`config.mk`:
```
export PLATFORM = sky130hd
export DESIGN_NAME = joystick_center_calibrate_and_classify
export DESIGN_NICKNAME = d
export VERILOG_FILES = /design/src/rtl/jccc_pkg.sv /design/src/rtl/jccc_calib.sv /design/src/rtl/jccc_lane.sv /design/src/rtl/joystick_center_calibrate_and_classify.sv
export VERILOG_INCLUDE_DIRS = /design/src /design/src/rtl
export SDC_FILE = /design/constraint.sdc
export NUM_CORES = 1
export LEC_CHECK = 0
export ABC_CLOCK_PERIOD_IN_PS = 5700
export BUFFER_PORTS_ARGS = -buffer_cell sky130_fd_sc_hd__buf_2
export CORE_MARGIN = 8
export CORE_UTILIZATION = 55
export CTS_CLUSTER_SIZE = 12
export DETAILED_ROUTE_END_ITERATION = 10
export HOLD_SLACK_MARGIN = 0.15
export PLACE_DENSITY = 0.72
export SETUP_SLACK_MARGIN = 0.15
export SLEW_MARGIN = 30
export SYNTH_ARGS = -nofsm -noshare
export SYNTH_HDL_FRONTEND = slang
export SYNTH_SLANG_ARGS = --single-unit
```
`constraint.sdc`:
```
create_clock -name clock -period 5.7 [get_ports clock]
set_clock_uncertainty 0.05 [all_clocks]
set_input_delay 1.14 -clock clock [delete_from_list [all_inputs] [get_ports clock]]
set_output_delay 1.14 -clock clock [all_outputs]
set_load 0.02 [all_outputs]
```
`src/rtl/joystick_center_calibrate_and_classify_assert.svh`:
```
// Assertion macros for the joystick calibrate-and-classify block.
// Included by the top level; no other dependencies.
`ifndef JOYSTICK_CENTER_CALIBRATE_AND_CLASSIFY_ASSERT_SVH
`define JOYSTICK_CENTER_CALIBRATE_AND_CLASSIFY_ASSERT_SVH

// Same-cycle implication, disabled during reset
`define JCCC_ASSERT_IMP(label, clk, rst, ante, cons, msg) \
   label: assert property (@(posedge clk) disable iff (rst) (ante) |-> (cons)) \
      else $error(msg);

// Next-cycle implication, disabled during reset
`define JCCC_ASSERT_NEXT(label, clk, rst, ante, cons, msg) \
   label: assert property (@(posedge clk) disable iff (rst) (ante) |=> (cons)) \
      else $error(msg);

`endif

```
`src/rtl/jccc_pkg.sv`:
```
// Shared types and constants for the joystick calibrate-and-classify block.
// No dependencies.
`timescale 1ns / 1ps

package jccc_pkg;

   // Sequencer states
   typedef enum logic [2:0] {
      ST_IDLE,
      ST_DIFF,
      ST_NUM,
      ST_DIV,
      ST_CLASS,
      ST_OUT
   } state_type;

   // Per-lane control from the sequencer
   typedef struct packed {
      logic load_diff;
      logic load_num;
      logic step;
   } lane_ctrl_type;

   localparam int NUM_LANES   = 4;
   localparam int PCT_BITS    = 8;
   localparam int QUO_BITS    = 9;           // one overflow bit plus 8 quotient bits
   localparam int DIV_STEPS   = QUO_BITS;
   localparam int STEP_BITS   = $clog2(DIV_STEPS);
   localparam int SCALE       = 100;
   localparam int SCALE_BITS  = 7;
   localparam int MARGIN_BITS = 7;
   localparam int DIR_BITS    = 3;

   localparam logic [MARGIN_BITS-1:0] MARGIN_RESET = 7'd10;

   // Reference centers per sample, scaled by the sample count at reset (x1, y1, x2, y2)
   localparam int CENTER_REF [NUM_LANES] = '{128, 128, 130, 133};

   localparam logic [QUO_BITS-1:0] POS_LIMIT = 9'd127;
   localparam logic [QUO_BITS-1:0] NEG_LIMIT = 9'd128;
   localparam logic signed [PCT_BITS-1:0] PCT_MAX = 8'sd127;
   localparam logic signed [PCT_BITS-1:0] PCT_MIN = -8'sd128;

   localparam logic [DIR_BITS-1:0] DIR_NEUTRAL = 3'd0;
   localparam logic [DIR_BITS-1:0] DIR_RIGHT   = 3'd1;
   localparam logic [DIR_BITS-1:0] DIR_LEFT    = 3'd2;
   localparam logic [DIR_BITS-1:0] DIR_UP      = 3'd3;
   localparam logic [DIR_BITS-1:0] DIR_DOWN    = 3'd4;

endpackage

```
`src/rtl/jccc_calib.sv`:
```
// Calibration accumulators, sample counter and stored center sums.
// Depends on jccc_pkg.
`timescale 1ns / 1ps

module jccc_calib #(
   parameter int CAL_SAMPLES = 10,
   parameter int SAMPLE_BITS = 8,
   parameter int SUM_BITS    = 12,
   parameter int CNT_BITS    = 4
) (
   input  logic clock,
   input  logic reset,
   input  logic cal_en,
   input  logic [jccc_pkg::NUM_LANES-1:0][SAMPLE_BITS-1:0] samples,
   output logic [jccc_pkg::NUM_LANES-1:0][SUM_BITS-1:0]    centers,
   output logic last
);
   import jccc_pkg::*;

   logic [NUM_LANES-1:0][SUM_BITS-1:0] acc_ff, acc_in;
   logic [NUM_LANES-1:0][SUM_BITS-1:0] center_ff, center_in;
   logic [CNT_BITS-1:0]                cnt_ff, cnt_in;

   // This transaction completes the calibration set
   assign last    = (cnt_ff == CNT_BITS'(CAL_SAMPLES - 1));
   assign centers = center_ff;

   // Accumulate, and on the last sample move sums to centers
   always_comb begin
      acc_in    = acc_ff;
      center_in = center_ff;
      cnt_in    = cnt_ff;
      if (cal_en) begin
         for (int i = 0; i < NUM_LANES; i++) begin
            acc_in[i] = acc_ff[i] + SUM_BITS'(samples[i]);
         end
         cnt_in = cnt_ff + CNT_BITS'(1);
         if (last) begin
            center_in = acc_in;
            acc_in    = '0;
            cnt_in    = '0;
         end
      end
   end

   always_ff @(posedge clock) begin
      if (reset) begin
         acc_ff <= '0;
         cnt_ff <= '0;
         for (int i = 0; i < NUM_LANES; i++) begin
            center_ff[i] <= SUM_BITS'(CAL_SAMPLES * CENTER_REF[i]);
         end
      end else begin
         acc_ff    <= acc_in;
         cnt_ff    <= cnt_in;
         center_ff <= center_in;
      end
   end

endmodule

```
`src/rtl/jccc_lane.sv`:
```
// One axis lane: offset from center, scale by 100, bit-serial restoring
// division by the center sum, then saturation to 8 bits. Depends on jccc_pkg.
`timescale 1ns / 1ps

module jccc_lane #(
   parameter int CAL_SAMPLES = 10,
   parameter int SAMPLE_BITS = 8,
   parameter int SUM_BITS    = 12
) (
   input  logic clock,
   input  jccc_pkg::lane_ctrl_type ctrl,
   input  logic [SAMPLE_BITS-1:0] sample,
   input  logic [SUM_BITS-1:0]    center,
   output logic signed [jccc_pkg::PCT_BITS-1:0] pct
);
   import jccc_pkg::*;

   localparam int NUM_BITS = SUM_BITS + SCALE_BITS;
   localparam int DIV_BITS = SUM_BITS + QUO_BITS - 1;

   logic                neg_ff, neg_in;
   logic                nz_ff, nz_in;
   logic [SUM_BITS-1:0] mag_ff, mag_in;
   logic [NUM_BITS-1:0] rem_ff, rem_in;
   logic [DIV_BITS-1:0] div_ff, div_in;
   logic [QUO_BITS-1:0] quo_ff, quo_in;

   logic [SUM_BITS-1:0] prod;
   logic                ge;

   assign prod = SUM_BITS'(CAL_SAMPLES) * SUM_BITS'(sample);
   assign ge   = (DIV_BITS'(rem_ff) >= div_ff);

   // Load offset, then scaled numerator, then shift out one quotient bit a cycle
   always_comb begin
      neg_in = neg_ff;
      nz_in  = nz_ff;
      mag_in = mag_ff;
      rem_in = rem_ff;
      div_in = div_ff;
      quo_in = quo_ff;
      if (ctrl.load_diff) begin
         neg_in = (prod < center);
         mag_in = (prod < center) ? (center - prod) : (prod - center);
         div_in = {center, (QUO_BITS - 1)'(0)};
      end
      if (ctrl.load_num) begin
         rem_in = NUM_BITS'(mag_ff) * NUM_BITS'(SCALE);
         nz_in  = (mag_ff != '0);
         quo_in = '0;
      end
      if (ctrl.step) begin
         if (ge) begin
            rem_in = rem_ff - NUM_BITS'(div_ff);
         end
         quo_in = {quo_ff[QUO_BITS-2:0], ge};
         div_in = div_ff >> 1;
      end
   end

   always_ff @(posedge clock) begin
      neg_ff <= neg_in;
      nz_ff  <= nz_in;
      mag_ff <= mag_in;
      rem_ff <= rem_in;
      div_ff <= div_in;
      quo_ff <= quo_in;
   end

   // Apply sign and saturate; a zero numerator is zero even for a zero center
   always_comb begin
      if (!nz_ff) begin
         pct = '0;
      end else if (!neg_ff) begin
         pct = (quo_ff > POS_LIMIT) ? PCT_MAX : signed'(quo_ff[PCT_BITS-1:0]);
      end else begin
         pct = (quo_ff >= NEG_LIMIT) ? PCT_MIN
                                     : signed'(PCT_BITS'(~quo_ff[PCT_BITS-1:0] + 8'd1));
      end
   end

endmodule

```
`src/rtl/joystick_center_calibrate_and_classify.sv`:
```
// Measure item: each axis lane loads the offset, then the scaled numerator, then runs
// the 9-step bit-serial divider; then direction is classified and the output loaded.
// Calibration item: straight to output load; no new item is taken before that load.
// A new item is taken while an earlier result waits in the output register.
// Reset (synchronous): margin 10, counter and accumulators zero, centers
// CAL_SAMPLES times 128, 128, 130, 133; no clearing pass.
`timescale 1ns / 1ps
`include "joystick_center_calibrate_and_classify_assert.svh"

module joystick_center_calibrate_and_classify #(
   parameter int CAL_SAMPLES = 10,
   parameter int SAMPLE_BITS = 8
) (
   input  logic clock,
   input  logic reset,
   input  logic req_valid,
   output logic req_ready,
   input  logic req_action,
   input  logic [SAMPLE_BITS-1:0] req_stick1_x,
   input  logic [SAMPLE_BITS-1:0] req_stick1_y,
   input  logic [SAMPLE_BITS-1:0] req_stick2_x,
   input  logic [SAMPLE_BITS-1:0] req_stick2_y,
   output logic rsp_valid,
   input  logic rsp_ready,
   output logic signed [jccc_pkg::PCT_BITS-1:0] rsp_stick1_x_percent,
   output logic signed [jccc_pkg::PCT_BITS-1:0] rsp_stick1_y_percent,
   output logic signed [jccc_pkg::PCT_BITS-1:0] rsp_stick2_x_percent,
   output logic signed [jccc_pkg::PCT_BITS-1:0] rsp_stick2_y_percent,
   output logic [jccc_pkg::DIR_BITS-1:0] rsp_direction,
   output logic rsp_calibration_done,
   input  logic csr_write_enable,
   input  logic [jccc_pkg::MARGIN_BITS-1:0] csr_write_data
);
   import jccc_pkg::*;

   localparam int SUM_BITS = $clog2(CAL_SAMPLES * ((1 << SAMPLE_BITS) - 1) + 1);
   localparam int CNT_BITS = $clog2(CAL_SAMPLES + 1);

   state_type state_ff, state_in;
   logic [STEP_BITS-1:0]   step_ff, step_in;
   logic [MARGIN_BITS-1:0] margin_ff, margin_in;
   logic is_cal_ff, is_cal_in;
   logic cal_done_ff, cal_done_in;
   logic [DIR_BITS-1:0] dir_ff, dir_in;

   logic [NUM_LANES-1:0][SAMPLE_BITS-1:0] sample_ff, sample_in;
   logic [NUM_LANES-1:0][SAMPLE_BITS-1:0] req_samples;
   logic [NUM_LANES-1:0][SUM_BITS-1:0]    centers;
   logic signed [PCT_BITS-1:0]            lane_pct [NUM_LANES];

   logic rsp_valid_ff, rsp_valid_in;
   logic signed [PCT_BITS-1:0] pct_ff [NUM_LANES];
   logic [DIR_BITS-1:0] rsp_dir_ff;
   logic rsp_done_ff;

   lane_ctrl_type lane_ctrl;
   logic accept, cal_en, cal_last, out_load;
   logic signed [PCT_BITS:0] cx, cy, ax, ay, m;

   assign accept      = req_valid && req_ready;
   assign cal_en      = accept && req_action;
   assign req_samples = {req_stick2_y, req_stick2_x, req_stick1_y, req_stick1_x};

   jccc_calib #(
      .CAL_SAMPLES (CAL_SAMPLES),
      .SAMPLE_BITS (SAMPLE_BITS),
      .SUM_BITS    (SUM_BITS),
      .CNT_BITS    (CNT_BITS)
   ) u_calib (
      .clock   (clock),
      .reset   (reset),
      .cal_en  (cal_en),
      .samples (req_samples),
      .centers (centers),
      .last    (cal_last)
   );

   for (genvar g = 0; g < NUM_LANES; g++) begin : g_lane
      jccc_lane #(
         .CAL_SAMPLES (CAL_SAMPLES),
         .SAMPLE_BITS (SAMPLE_BITS),
         .SUM_BITS    (SUM_BITS)
      ) u_lane (
         .clock  (clock),
         .ctrl   (lane_ctrl),
         .sample (sample_ff[g]),
         .center (centers[g]),
         .pct    (lane_pct[g])
      );
   end

   // Direction of the first stick from the saturated percents
   always_comb begin
      cx = (PCT_BITS + 1)'(lane_pct[0]);
      cy = (PCT_BITS + 1)'(lane_pct[1]);
      ax = (cx < 0) ? -cx : cx;
      ay = (cy < 0) ? -cy : cy;
      m  = signed'((PCT_BITS + 1)'(margin_ff));
      if (cx > m) begin
         dir_in = (cx > ay) ? DIR_RIGHT : ((cy > 0) ? DIR_UP : DIR_DOWN);
      end else if (cx < -m) begin
         dir_in = (ax > ay) ? DIR_LEFT : ((cy > 0) ? DIR_UP : DIR_DOWN);
      end else if (cy > m) begin
         dir_in = DIR_UP;
      end else if (cy < -m) begin
         dir_in = DIR_DOWN;
      end else begin
         dir_in = DIR_NEUTRAL;
      end
      if (state_ff != ST_CLASS) begin
         dir_in = dir_ff;
      end
   end

   // Sequencer: next state, lane control, handshake
   always_comb begin
      state_in    = state_ff;
      step_in     = step_ff;
      is_cal_in   = is_cal_ff;
      cal_done_in = cal_done_ff;
      sample_in   = sample_ff;
      req_ready   = 1'b0;
      out_load    = 1'b0;
      lane_ctrl   = '0;
      case (state_ff)
         ST_IDLE: begin
            req_ready = 1'b1;
            if (req_valid) begin
               sample_in   = req_samples;
               is_cal_in   = req_action;
               cal_done_in = req_action && cal_last;
               state_in    = req_action ? ST_OUT : ST_DIFF;
            end
         end
         ST_DIFF: begin
            lane_ctrl.load_diff = 1'b1;
            state_in = ST_NUM;
         end
         ST_NUM: begin
            lane_ctrl.load_num = 1'b1;
            step_in  = '0;
            state_in = ST_DIV;
         end
         ST_DIV: begin
            lane_ctrl.step = 1'b1;
            step_in = step_ff + STEP_BITS'(1);
            if (step_ff == STEP_BITS'(DIV_STEPS - 1)) begin
               state_in = ST_CLASS;
            end
         end
         ST_CLASS: begin
            state_in = ST_OUT;
         end
         ST_OUT: begin
            if (!rsp_valid_ff || rsp_ready) begin
               out_load = 1'b1;
               state_in = ST_IDLE;
            end
         end
         default: begin
            state_in = ST_IDLE;
         end
      endcase
   end

   // Hold the margin; write on the config strobe
   assign margin_in    = csr_write_enable ? csr_write_data : margin_ff;
   assign rsp_valid_in = out_load ? 1'b1 : (rsp_ready ? 1'b0 : rsp_valid_ff);

   always_ff @(posedge clock) begin
      if (reset) begin
         state_ff     <= ST_IDLE;
         margin_ff    <= MARGIN_RESET;
         rsp_valid_ff <= 1'b0;
      end else begin
         state_ff     <= state_in;
         margin_ff    <= margin_in;
         rsp_valid_ff <= rsp_valid_in;
      end
   end

   // Payload and working registers
   always_ff @(posedge clock) begin
      step_ff     <= step_in;
      is_cal_ff   <= is_cal_in;
      cal_done_ff <= cal_done_in;
      sample_ff   <= sample_in;
      dir_ff      <= dir_in;
      if (out_load) begin
         for (int i = 0; i < NUM_LANES; i++) begin
            pct_ff[i] <= is_cal_ff ? PCT_BITS'(0) : lane_pct[i];
         end
         rsp_dir_ff  <= is_cal_ff ? DIR_NEUTRAL : dir_ff;
         rsp_done_ff <= is_cal_ff && cal_done_ff;
      end
   end

   assign rsp_valid            = rsp_valid_ff;
   assign rsp_stick1_x_percent = pct_ff[0];
   assign rsp_stick1_y_percent = pct_ff[1];
   assign rsp_stick2_x_percent = pct_ff[2];
   assign rsp_stick2_y_percent = pct_ff[3];
   assign rsp_direction        = rsp_dir_ff;
   assign rsp_calibration_done = rsp_done_ff;

   // Checks
   `JCCC_ASSERT_NEXT(a_accept_leaves_idle, clock, reset, accept, state_ff != ST_IDLE,
      "accepted transaction did not start work")
   `JCCC_ASSERT_IMP(a_step_range, clock, reset, state_ff == ST_DIV,
      step_ff <= STEP_BITS'(DIV_STEPS - 1), "divider step count out of range")
   `JCCC_ASSERT_IMP(a_cal_done_neutral, clock, reset, rsp_valid && rsp_calibration_done,
      rsp_direction == DIR_NEUTRAL && rsp_stick1_x_percent == PCT_BITS'(0),
      "calibration result carries measurement data")

endmodule
```
**Yosys cells after proc, flatten, opt, wreduce, memory -nomap -nowiden**

Memories as Yosys holds them, arrays and structs flattened.
Index checks and enable logic that the tools add are counted.

- Memories kept: 1
- Register bits after elaboration: 404
- Bits in read-only memories: 0
- Output and inout bits: 38
- Input bits: 45
- Word-level logic and storage cells: 218
- RAM bits: 32
- Bits in latches: 0

Memory list:

| name | words | bits a word | read ports | clocked after memory_dff | write ports | line | text |
|---|---|---|---|---|---|---|---|
| pct_ff | 4 | 8 | 4 | 0 | 4 | joystick_center_calibrate_and_classify.sv:52 | `logic signed [PCT_BITS-1:0] pct_ff [NUM_LANES];` |

- Add/sub/neg operators: 25
- $mul: 8
- Order comparisons: 25
- Bitwise gates (word level): 4
- Reduce and logical (&&, ||, !) cells: 18
- Div/mod/pow operators: 0
- Mux-type cells: 76
- Shifts and indexed selects: 0
- Equality and inequality tests: 11

Operators by type and width:

| operator | count |
|---|---|
| 19-bit 2-to-1 mux | 20 |
| 8-bit 2-to-1 mux | 20 |
| 12-bit subtractor | 8 |
| 19-bit by 20-bit >= comparator with 1-bit output | 4 |
| 19-bit subtractor | 4 |
| 12-bit by 5-bit multiplier with 17-bit output, second input constant | 4 |
| 9-bit 2-to-1 mux | 7 |
| 12-bit by 8-bit adder with 12-bit output | 4 |
| 12-bit less-than comparator | 4 |
| 12-bit 2-to-1 mux | 4 |
| 48-bit 2-to-1 mux | 1 |
| 12-bit nonzero test | 4 |
| 3-bit by 8-bit multiplier with 11-bit output, first input constant | 4 |
| 9-bit by 8-bit >= comparator with 1-bit output, second input constant | 4 |
| 9-bit by 7-bit greater-than comparator with 1-bit output, second input constant | 4 |
| 3-bit 2-to-1 mux | 11 |
| 8-bit by 1-bit adder with 8-bit output, second input constant | 4 |
| 8-bit inverter | 4 |
| 8-bit by 9-bit less-than comparator with 1-bit output | 2 |
| 8-bit negation with 9-bit output | 2 |
| 3-bit case mux with 6 select lines | 1 |
| 8-bit greater-than comparator | 2 |
| 8-bit by 1-bit less-than comparator with 1-bit output, second input constant | 2 |
| 1-bit 2-to-1 mux | 10 |
| 20 further kinds | 33 |

**Longest topological paths before layout**

- Depth in word-level cells: 11
- Gate-level depth with buffers: 20
- Gate-level depth less buffers: 19

**Cells and area by module**

Synthesis repeated with hierarchy kept, for this count alone.

- Cell total of the unflattened synthesis: 3671
- Area total of the unflattened synthesis: 34114.0 µm²

By module, submodules not included:

| module | instances | seq. area each (µm²) | cells an instance | area an instance (µm²) |
|---|---|---|---|---|
| jccc_lane at g_lane[2].u_lane ... | 2 | 1661.6 | 695 | 6107.1 |
| jccc_lane at g_lane[1].u_lane | 1 | 1661.6 | 675 | 6053.3 |
| jccc_lane at g_lane[0].u_lane | 1 | 1661.6 | 668 | 5968.2 |
| jccc_calib | 1 | 2001.9 | 518 | 4999.8 |
| joystick_center_calibrate_and_classify | 1 | 2532.4 | 420 | 4878.4 |

**Least setup slack after synthesis**

No wires, ideal clock.

- Kind: flip-flop to flip-flop
- From: register sample_ff[25] (netlist name)
- To: register g_lane[3].u_lane.mag_ff[11], data pin
- Path slack: 1.483 ns
- Arrival time: 3.901 ns
- Buffers on the path: 1
- Cell stages (with the launch flop): 19
- Setup time: 0.266 ns
- Clock period less this slack: 4.217 ns
- Data required time: 5.384 ns
- Cell sequence: edfxtp_1 ha_1 ha_1 inv_1 fa_1 inv_1 a21oi_1 o21bai_1 xor2_1 ha_1 a21o_1 nor3_1 o21ai_0 a31oi_1 clkbuf_1 nor2_1 a221oi_1 o21ai_0 mux2i_1

- Word-level cells in the longest chain between the ends: 3
- Elaborated cells on any way between the ends: 5
- Those cells by class: add/sub: 2; mul: 1; order compare: 1; mux: 1

Ends and longest elaborated chain:

| element | line | text |
|---|---|---|
| start, declared | joystick_center_calibrate_and_classify.sv:46 | `logic [NUM_LANES-1:0][SAMPLE_BITS-1:0] sample_ff, sample_in;` |
| start signal, assigned | joystick_center_calibrate_and_classify.sv:187 | `sample_ff <= sample_in;` |
| 3-bit by 8-bit multiplier with 11-bit output (*) | jccc_lane.sv:31 | `assign prod = SUM_BITS'(CAL_SAMPLES) * SUM_BITS'(sample);` |
| 12-bit subtractor / 12-bit less-than comparator (equally long branches) | jccc_lane.sv:44 | `mag_in = (prod < center) ? (center - prod) : (prod - center);` |
| 12-bit 2-to-1 mux (*) | jccc_lane.sv:44 |  |
| end signal, assigned | jccc_lane.sv:64 | `mag_ff <= mag_in;` |
| end, declared | jccc_lane.sv:23 | `logic [SUM_BITS-1:0] mag_ff, mag_in;` |

Every way passes the cells marked *; elsewhere a longest branch is shown, timed or not.
A chain may end at the register's enable or synchronous reset.

**Worst setup path in the final report**

- From: register sample_ff[17] (netlist name)
- To: register g_lane[2].u_lane.mag_ff[11], data pin

- Word-level cells in the longest chain between the ends: 3
- Elaborated cells on any way between the ends: 5
- Those cells by class: add/sub: 2; mul: 1; order compare: 1; mux: 1

Ends and longest elaborated chain:

| element | line |
|---|---|
| 3-bit by 8-bit multiplier with 11-bit output (*) | jccc_lane.sv:31 |
| 12-bit subtractor / 12-bit less-than comparator (equally long branches) | jccc_lane.sv:44 |
| 12-bit 2-to-1 mux (*) | jccc_lane.sv:44 |
| end signal, assigned | jccc_lane.sv:64 |
| end, declared | jccc_lane.sv:23 |

Marked as above.

==> impl_metrics.toml <==
[clocking]
cts_made_buffers = 49
post_cts_resize_count = 0
hold_buffers = 0
cts-root-buf = "clkbuf_16"
clkLatencyLatePin_ps = 600
cts_tree = "built"
clk_pin_slew_ps = 60
cts_htree_levels = 2
tritoncts_num_sinks = 436
post_cts.repair.setup_buffers = 0
clk_path_buf_depth = 3

[synth]
synth-seq-cells = 436
synth_area_leader_cell = "edfxtp_1"
post-synth-top-area-fraction_pct = 22.4
synth_enable_flop_cells = 245
postSynthAreaPerCell_um2 = 9.05
synthFlopType = "edfxtp_1"
synth_async_sr_flop_share_pct = 0
synth-seq-area-share_pct = 34.0
synth.yosys.warnings = 0
netlist-cell-type-count = 88
post_synth_instance_area_um2 = 32800
postSynthCellCount = 3628
synth.top_cells.by_area = "edfxtp_1, ha_1, dfxtp_1, inv_1, nand2_1"

[setup_path]
path_delay_family = "compound AO/OA/AOI/OAI gates"
timing.critical_path.required_ps = 5990
worst_setup_path_end_kind = "flop"
ff2ff_setup_slack_ps = 710
worst_r2r_start = "sample_ff[17]$_DFFE_PP_"
worst_path_largest_cell_delay_ps = 640
worst_setup_path_start_kind = "flop"
timing.critical_path.buf_inv = 2
timing_worst_setup_path_type = "reg2reg"
path_max_fanout = 21
crit_slowest_cell = "and2_1"
list_of_cells_traversed_by_the_critical_path = "ha_1 > ha_1 > inv_1 > fa_1 > inv_1 > a21oi_1 > o21bai_1 > xor2_1 > ha_1 > o21a_1 > nor2_1 > a311o_1 > and2_1 > mux2_2 > a211oi_1 > o2111a_1 > nor3_1"
crit_path_frequent_cell = "ha_1"
arrival_ps = 5280
r2r_cells = 17
worst_r2r_endpoint = "g_lane[2].u_lane.mag_ff[11]$_DFFE_PP_"

[die]
floorplan.die.width_um = 260
dieHeight_um = 260
total_core_area_um2 = 59000
dieArea_um2 = 67800
rows = 89
initial_utilization_pct = 55.6
top_level_ports = 83

[timing]
max_slew.worst_pin.slew_ps = 903
min_period_ps = 4990
min_period_over_period_pct = 87.6
number_of_failing_hold_endpoints_at_the_final_stage = 0
fmax_ghz = 0.200
worst_slew_slack_as_a_fraction_of_its_limit_pct = 39.7
setup_repair_after_global_routing_missed_its_margin = "no"
setup_tns_ps = 0
setup_viol = 0
drv_slew = 0

[finish]
fin_util_pct = 60.5
num_antenna_cells = 0
post_route_cells_drive_above_1_share_pct = 6.57
finish.net_count = 4234
seqCellArea_um2 = 11200
multiInputGateArea_um2 = 19600
fill_cells = 5109
areaGrowthSynthToFinish_pct = 8.65
design_area_um2 = 35700

[detailed_routing]
drt_pass1_iterations = 6
dr.first_iter.drc_count = 1396
drc_violations = 0
routedWlPerCell_um = 16.0
drt.antenna.violating_nets = 0
vias = 25093
routed_wl_mm = 71.4
post_drt_via_cell_ratio = 5.61

[worst_hold_path]
min-delay-start = "u_calib.acc_ff[12]$_SDFFE_PP0P_"
min_path_type = "reg2reg"
hold_path_depth = 2
holdPathEnd = "u_calib.acc_ff[12]$_SDFFE_PP0P_"

[placed_design]
dpl.hpwl_mm = 54.4
gp_congestion = 0.876
buffer_ports.inserted = 82
postPlaceCellArea_um2 = 34000

[outcome]
status = "finished clean"

[power]
cellLeakagePower_nw = 16.3
power_frac_clock_pct = 16.5
cell_internal_pwr_w = 0.0111
power.share.switching_pct = 42.6
peak_supply_drop_uv = 400
power.density_nw_per_um2 = 540
combPwrFrac_pct = 59.6
seq_power_share_pct = 23.9
net-switching-power_w = 0.00820

[grt]
grt_first_pass_wirelength_mm = 117
largest_net_degree_at_the_start_of_global_routing = 67
gr_util_all_layers_pct = 20.7
grt_antenna_before_repair = 2
grt_pass1_vias = 23547
globalRoute.totalOverflow = 0

[run]
cap_viol_max_count = 0
state kept, by name (all words and copies together), names as in the netlist, 3 cells and up:
name and flops:
margin_ff 7, g_lane.u_lane.quo_ff 36, dir_ff 3, u_calib.cnt_ff 4, step_ff 4, g_lane.u_lane.div_ff 80, rsp_direction 3, g_lane.u_lane.nz_ff 4
state_ff 3, u_calib.acc_ff 48, u_calib.centers 48, sample_ff 32, g_lane.u_lane.neg_ff 4, pct_ff 32, g_lane.u_lane.rem_ff 76, g_lane.u_lane.mag_ff 48
power groups by stage:
stage | clock network, W | registers (W) | logic [W]
6_report | 0.00317 | 0.00460 | 0.0115
3_3_place_gp | 0 | 0.00465 | 0.0112
4_1_cts | 0.00324 | 0.00460 | 0.0115
2_1_floorplan | 0 | 0.00450 | 0.00933
3_5_place_dp | 0 | 0.00466 | 0.0114
5_1_grt | 0.00335 | 0.00468 | 0.0131
worst reg2reg max path, delay by kind of cell (launching register included):
family / cells / cell delay (ps)
buffers and inverters: 2 / 130
adders and majority gates: 4 / 1230
muxes: 1 / 420
AOI/OAI and AO/OA: 6 / 1430
DFF: 1 / 460
and+or+nand+nor: 3 / 820
xor gates and xnor gates: 1 / 210
layout by cell type, fill, tap and decap left out, types with 35 or more instances in the layout:
cell type / synthesis / routed
edfxtp_1: 245 / 245
dfxtp_1: 191 / 191
and3_1: 35 / 35
xnor2_1: 131 / 131
xor2_1: 86 / 86
nand2b_1: 42 / 41
nand2_1: 321 / 318
mux2i_1: 55 / 55
buf_2: 7 / 81
o21ai_0: 219 / 219
fa_1: 48 / 48
inv_1: 442 / 441
a21oi_1: 231 / 231
nor2b_1: 57 / 55
a21o_1: 81 / 80
nand3_1: 54 / 54
clkbuf_16: 0 / 52
nor3_1: 60 / 60
ha_1: 481 / 481
nor2_1: 264 / 261
o21a_1: 37 / 37
cells by family after synthesis:
| group | share of synthesized area (%) |
|---|---|
| compound gates | 16.5 |
| xor+xnor | 5.89 |
| fa+ha+maj | 21.3 |
| buf+inv | 6.59 |
| flops | 34.0 |
| mux | 2.19 |
| other cells | 0.0229 |
| simple gates | 13.4 |
through the flow:
stage               hold slack [ps]  total power [W]  std cells  worst slack [ps]
floorplan                       385           0.0138       3629              1480
global placement                392           0.0159       4379               921
detailed placement              402           0.0161       4381               733
CTS                             410           0.0194       4473               750
global route                    423           0.0211       4474               317
finish                          411           0.0193       4474               709
Yosys cell counts (all sizes together) (19+ instances only):
cell type	count
a211oi	28
a21boi	19
a21o	82
a21oi	231
a22oi	23
a31oi	34
and3	35
buf	21
clkbuf	102
dfxtp	191
edfxtp	245
fa	48
ha	481
inv	444
mux2i	55
nand2	323
nand2b	42
nand3	54
nand4	24
nor2	264
nor2b	57
nor3	62
o211ai	31
o21a	37
o21ai	219
o21bai	21
o31ai	20
or3	24
xnor2	132
xor2	87
worst max-delay path by stage:
stage               slack, ps               startpoint                               endpoint  cells after the start
global route              320  sample_ff[17]$_DFFE_PP_  g_lane[2].u_lane.mag_ff[11]$_DFFE_PP_                     17
floorplan                1480  sample_ff[25]$_DFFE_PP_  g_lane[3].u_lane.mag_ff[11]$_DFFE_PP_                     18
detailed placement        730  sample_ff[17]$_DFFE_PP_  g_lane[2].u_lane.mag_ff[11]$_DFFE_PP_                     17
CTS                       750  sample_ff[17]$_DFFE_PP_  g_lane[2].u_lane.mag_ff[11]$_DFFE_PP_                     17
global placement          920  sample_ff[17]$_DFFE_PP_  g_lane[2].u_lane.mag_ff[11]$_DFFE_PP_                     18
finish                    710  sample_ff[17]$_DFFE_PP_  g_lane[2].u_lane.mag_ff[11]$_DFFE_PP_                     17
routing by layer:
| layer | vias up | track usage, % | wire (um) |
|---|---|---|---|
| met5 | - | 0 | 0 |
| met2 | 512 | 33.2 | 31300 |
| met4 | 0 | 5.61 | 1560 |
| met1 | 11738 | 29.4 | 35200 |
| met3 | 102 | 2.66 | 3430 |
| li1 | 12741 | - | - |
cell type report:
cell class | count | share of cell area, %
clock inverters | 19 | 0.438
flip-flops and latches | 436 | 31.3
inverters | 446 | 4.70
multi-input cells | 2624 | 55.0
repair buffers | 103 | 1.72
well taps | 773 | 2.71
clock buffers | 73 | 4.15
Note: power is estimated with default switching activity, not from simulation.
